===== config.mk =====
export PLATFORM = sky130hd
export DESIGN_NAME = fvn_div
export DESIGN_NICKNAME = d
export VERILOG_FILES = /design/src/fvn_pkg.sv /design/src/fvn_div.sv
export SDC_FILE = /design/constraint.sdc
export NUM_CORES = 2
export LEC_CHECK = 0
export BUFFER_PORTS_ARGS = -buffer_cell sky130_fd_sc_hd__buf_2
export CORE_MARGIN = 8
export CORE_UTILIZATION = 40
export CTS_CLUSTER_DIAMETER = 100
export CTS_CLUSTER_SIZE = 12
export DETAILED_ROUTE_END_ITERATION = 12
export GPL_ROUTABILITY_DRIVEN = 0
export PLACE_DENSITY = 0.61
export SYNTH_ARGS = -nofsm -noshare
export SYNTH_HDL_FRONTEND = slang
export SYNTH_SLANG_ARGS = --single-unit

===== constraint.sdc =====
create_clock -name clk_i -period 4.4 [get_ports clk_i]
set_input_delay 0.44 -clock clk_i [delete_from_list [all_inputs] [get_ports clk_i]]
set_output_delay 0.44 -clock clk_i [all_outputs]
set_load 0.02 [all_outputs]

===== src/fvn_pkg.sv =====
package fvn_pkg;

  localparam int unsigned CoordW   = 32;
  localparam int unsigned SeedW    = 32;
  localparam int unsigned LevelW   = 16;
  localparam int unsigned CfgIdxW  = 2;
  localparam int unsigned CfgDataW = 16;
  localparam int unsigned CountW   = 4;
  // effective octave count, wide enough for sixteen octaves
  localparam int unsigned OctW     = 5;
  localparam int unsigned FreqW    = 32;
  localparam int unsigned AmpW     = 17;
  localparam int unsigned NormW    = 21;
  localparam int unsigned ValW     = 24;
  localparam int unsigned SumW     = 45;
  localparam int unsigned WgtW     = 17;

  localparam logic [31:0] HashMulX = 32'h8da6b343;
  localparam logic [31:0] HashMulY = 32'hd8163841;
  localparam logic [31:0] HashMulS = 32'hcb1ab31f;
  localparam logic [31:0] HashMulA = 32'h7feb352d;
  localparam logic [31:0] HashMulB = 32'h846ca68b;
  localparam logic [31:0] SeedStep = 32'd1013;

  localparam logic [FreqW-1:0] FreqOne = 32'd4096;
  localparam logic [AmpW-1:0]  AmpOne  = 17'd65536;
  localparam logic [WgtW-1:0]  WgtOne  = 17'd65536;
  localparam logic [41:0]      ContrastBias = 42'h8_0000_0000;

  localparam logic [CountW-1:0]   RstOctaveCount = 4'd4;
  localparam logic [CfgDataW-1:0] RstLacunarity  = 16'd8192;
  localparam logic [CfgDataW-1:0] RstOctaveGain  = 16'd32768;
  localparam logic [CfgDataW-1:0] RstContrast    = 16'd7373;

  typedef enum logic [CfgIdxW-1:0] {
    RegOctaveCount = 2'd0,
    RegLacunarity  = 2'd1,
    RegOctaveGain  = 2'd2,
    RegContrast    = 2'd3
  } reg_idx_e;

  typedef struct packed {
    logic [CoordW-1:0] x_coord;
    logic [CoordW-1:0] y_coord;
    logic [SeedW-1:0]  seed;
    logic [FreqW-1:0]  freq;
    logic [AmpW-1:0]   amp;
    logic [SumW-1:0]   sum;
    logic [NormW-1:0]  norm;
  } ctx_t;

  typedef struct packed {
    logic [CfgDataW-1:0] lacunarity;
    logic [CfgDataW-1:0] octave_gain;
  } cell_cfg_t;

endpackage


===== src/fvn_div.sv =====
module fvn_div import fvn_pkg::*; (
  input  logic             clk_i,
  input  logic             rst_ni,
  input  logic             en_i,
  input  logic             vld_i,
  input  logic [SumW-1:0]  sum_i,
  input  logic [NormW-1:0] norm_i,
  output logic             vld_o,
  output logic [ValW-1:0]  mean_o
);

  // one quotient bit per stage, most significant first
  logic [ValW-1:0]  vld_q;
  logic [SumW-1:0]  rem_q [ValW];
  logic [NormW-1:0] den_q [ValW];
  logic [ValW-1:0]  quo_q [ValW];

  for (genvar s = 0; s < ValW; s++) begin : g_stage
    localparam int unsigned Bit = ValW - 1 - s;
    logic             vin;
    logic [SumW-1:0]  rem_in, dsh;
    logic [NormW-1:0] den_in;
    logic [ValW-1:0]  quo_in;
    logic             take;

    if (s == 0) begin : g_head
      assign vin    = vld_i;
      assign rem_in = sum_i;
      assign den_in = norm_i;
      assign quo_in = '0;
    end else begin : g_body
      assign vin    = vld_q[s-1];
      assign rem_in = rem_q[s-1];
      assign den_in = den_q[s-1];
      assign quo_in = quo_q[s-1];
    end

    assign dsh  = SumW'(den_in) << Bit;
    assign take = rem_in >= dsh;

    always_ff @(posedge clk_i or negedge rst_ni) begin
      if (!rst_ni) begin
        vld_q[s] <= 1'b0;
      end else if (en_i) begin
        vld_q[s] <= vin;
      end
    end

    always_ff @(posedge clk_i) begin
      if (en_i) begin
        rem_q[s] <= take ? (rem_in - dsh) : rem_in;
        den_q[s] <= den_in;
        quo_q[s] <= quo_in | (take ? (ValW'(1) << Bit) : '0);
      end
    end
  end

  assign vld_o  = vld_q[ValW-1];
  assign mean_o = quo_q[ValW-1];

endmodule


---- Word-level counts from Yosys, hierarchy flattened ----
Memory sizes are Yosys's and may differ from the RTL's.
Cells that the tools add are included.
W data, S select, Z words.
word-level totals
  flip-flop bits (word level) ............. 24
  bits in writable memories ............... 2160
  input bits .............................. 70
  output and inout port bits .............. 25
  memories ................................ 3
memory list
  name   depth  bits a word  read ports  clocked after Yosys merged registers in  wr ports  RTL line       text
  rem_q  24     45           23          0                                        24        fvn_div.sv:14  logic [SumW-1:0] rem_q [ValW];
  quo_q  24     24           24          0                                        24        fvn_div.sv:16  logic [ValW-1:0] quo_q [ValW];
  den_q  24     21           23          0                                        24        fvn_div.sv:15  logic [NormW-1:0] den_q [ValW];
cells by class
  $add $sub $neg .......................... 24
  $lt $le $gt $ge ......................... 24
  muxes and demuxes ....................... 50
  bitwise logic cells ..................... 23
operators by type and width
  cell              number
  $mux W45          24
  $ge A45 B21 Y1    1
  $ge A45 B22 Y1    1
  $ge A45 B23 Y1    1
  $ge A45 B24 Y1    1
  $ge A45 B25 Y1    1
  $ge A45 B26 Y1    1
  $ge A45 B27 Y1    1
  $ge A45 B28 Y1    1
  $ge A45 B29 Y1    1
  $ge A45 B30 Y1    1
  $ge A45 B31 Y1    1
  $ge A45 B32 Y1    1
  $ge A45 B33 Y1    1
  $ge A45 B34 Y1    1
  $ge A45 B35 Y1    1
  $ge A45 B36 Y1    1
  $ge A45 B37 Y1    1
  $ge A45 B38 Y1    1
  $ge A45 B39 Y1    1
  $ge A45 B40 Y1    1
  $ge A45 B41 Y1    1
  $ge A45 B42 Y1    1
  $ge A45 B43 Y1    1
  72 further kinds  74

---- Depth between registers and ports, before layout ----
An unclocked memory read counts as a cell.
  word-level depth ........................ 4
  mapped depth ............................ 15

---- Worst setup path after synthesis ----
OpenSTA, ideal clock, no wires.
  path type ............................... reg2reg
  start point ............................. memory rem_q[21][1] (netlist: rem_q[2][226])
  end point ............................... memory rem_q[22][31] (netlist: rem_q[2][301]), data pin
  setup time .............................. 0.271 ns
  arrival ................................. 3.164 ns
  setup slack ............................. 0.965 ns
  cell stages (with the launch flop) ...... 15
  path buffers ............................ 1
  clock period less this slack ............ 3.435 ns
  path through ............................ edfxtp_1 inv_1 ha_1 inv_1 fa_1 a211oi_1 o21bai_1 a21o_1 a221oi_1 o21ai_0 a221o_1 a221o_1 clkbuf_1 nor4_1 xor2_1
RTL lines
  item             RTL line
  start, declared  fvn_div.sv:14

==> qor.yml <==
ys_seq_area_share_pct: 59.18
synthCells: 7746
clock_sinks: 1842
dieHeight_um: 498.8
outcome: "finished clean"
fp-row-count: 177
synth_seq_cells: 1842
regArea_um2: 55190
synth.area.top_cells: "edfxtp_1 59%, ha_1 6.8%, xnor2_1 3.1%"
cp_max_fo: 7
synth_enable_flop_cells: 1818
cts_tree: "done"
drc: 0
post_drt_wl_per_cell_um: 18.85
design.core.area_um2: 232300
fin_nets: 8626
final_util_pct: 44.54
instances_no_fill: 11100
clockBufferDepth: 3
report.final.slew_viol_count: 0
synth_top_cell_by_area: "edfxtp_1"
layout_min_cycle_time_ns: 4.145
drv_cap: 0
endpoint_kind: "flop"
viasPerCell: 5.424
synth_warnings: 0
finalClockSkew_ns: 0.05236
arrival_ns: 4.68
die_w_um: 498.8
irDropWorstVdd_mv: 0.4719
multi_input_area_um2: 35170
relSlewSlack_pct: 26.38
synth_area_per_cell_um2: 12.04
dp_cells: 10830
rsz0062_at_grt: "false"
finalSetupViolations: 0
h-tree-depth: 4
hp-class: "primary input to flop"
critPathKind: "flop to flop"
synthArstFlopShare_pct: 1.303
synth_top_area_share_pct: 58.54
area_growth_pct: 10.96
grt_overflow: 0
drtIter0Drc: 4830
antenna_found_initial: 6
tightest_slew_ns: 1.104
route.final.wire_length_um: 209200
cts_resized: 0
synthFlopType: "edfxtp_1"
clkTransAtPathRegs_ns: 0.06
critPathLaunchType: "flop"
p_leak_nw: 39.01
die_area_um2: 248800
synth_cell_type_count: 89
first_pass_iters: 6
clock_latency_ns: 0.83
grt_start_max_net_pins: 188
layout-drive-gt1-share_pct: 7.216
drtAntennaViolNets: 0
yosys-top-cells-count: "1818 x edfxtp_1, 636 x inv_1, 516 x nand2_1"
ioPinCount: 95
whs_ns: 0.1129
fillers: 20770
timing.final.ws_setup_ns: 0.2552
synth_area_um2: 93260
grtUsageTotal_pct: 16.26
max_freq_mhz: 241.3
grt_pass1_vias: 60640
cts_made_buffers: 173
fin_tns_setup_ns: 0
place_ws_ns: 0.3462
synth_most_common_cell: "edfxtp_1"
finalHoldViolations: 0
required_ns: 4.94
cts_root_buf: "clkbuf_16"
cellPowerDensity_nw_per_um2: 592.8
portBuffers: 94
route.vias.total: 60190
rrSetupSlack_ns: 0.26
synth_nets: 8343
timing.final.crit_share_pct: 94.20
start_util_pct: 40.14
grt_first_pass_wirelength_um: 326400
dpl.hpwl_um: 158100
## flip-flops by register name, indices dropped and copies added (netlist names)
signal       cells
rem_q         1035
den_q          483
quo_q          300
g_stage.vin     23
vld_o            1
## through the flow
step           area (µm²)  power, mW
6_report           103500      61.34
5_1_grt            103500      65.03
4_1_cts            103500      61.60
3_5_place_dp        98020      47.95
3_3_place_gp        98020      47.44
2_1_floorplan       93260      41.82
## layer usage
layer,global-route usage [%],wire length (µm),vias up
li1,-,-,29260
met1,17.92,80820,28760
met2,30.73,109400,1629
met3,2.286,8601,543
met4,7.618,10400,0
met5,0,0,-
## repair_timing
item / CTS / global route
setup buffers: 0 / 0
hold endpoints to repair: 91 / 0
hold buffers: 68 / 0
## worst paths after layout
kind	startpoint	to	depth (start not counted)
setup / recovery	rem_q[2][157]	rem_q[2][220]	11
max in group asynchronous	rst_ni	g_stage[13].vin	2
setup reg to reg	rem_q[2][157]	rem_q[2][220]	11
hold reg to reg	quo_q[2][91]	quo_q[2][115]	0
min in group asynchronous	rst_ni	vld_o	2
hold / removal	en_i	rem_q[1][6]	1
## report_power, final
group	switching, mW	total (mW)	leakage, nW	internal (mW)
Combinational	12.1	21.3	18.9	9.18
Clock	6.23	13.4	2.31	7.15
Sequential	2.54	26.7	17.8	24.1
Total	20.9	61.3	39.0	40.5
## cell type report
type | count | area share (%)
Inverter | 639 | 2.318
Multi-Input combinational cell | 5109 | 33.98
Timing Repair Buffer | 264 | 2.060
Sequential cell | 1842 | 53.34
Tap cell | 3043 | 3.679
Antenna cell | 2 | 0.004836
Clock inverter | 17 | 0.3845
Clock buffer | 181 | 4.233
## placed cells by master, fill, tap and decap left out, drive strengths merged, types with 50 or more instances in the layout
cell	instances
xor2	311
or3	70
buf	196
edfxtp	1818
a21oi	498
and3	50
nor3	175
nand2b	101
a21o	230
nand2	516
clkbuf	181
dlygate4sd3	68
o21ai	451
nand3	151
nor4	134
nand4	99
nor2b	85
a211oi	64
ha	504
mux2	98
nor2	494
o21a	88
inv	642
xnor2	329
## critical path, stage by stage, from the launching register on
cell	delay (ns)
edfxtp_1	0.44
ha_1	0.45
nand3_1	0.30
or4_1	0.56
nor4_1	0.64
buf_4	0.25
or4_1	0.13
nor2_1	0.06
o211ai_1	0.26
o211a_1	0.36
nor4b_1	0.32
xor2_1	0.13
## kinds of logic (layout without fill, tap and decap cells)
group	count (synthesis)	after routing	synth area share, %
xor gates and xnor gates	640	640	6.011
and+or+nand+nor	2107	2107	11.39
DFF	1842	1842	59.18
buffers and inverters	795	1101	3.216
adders and majority gates	527	527	7.256
other	0	2	0
AOI/OAI and AO/OA	1728	1728	11.67
muxes	107	107	1.280
(Power assumes the default switching activity.)
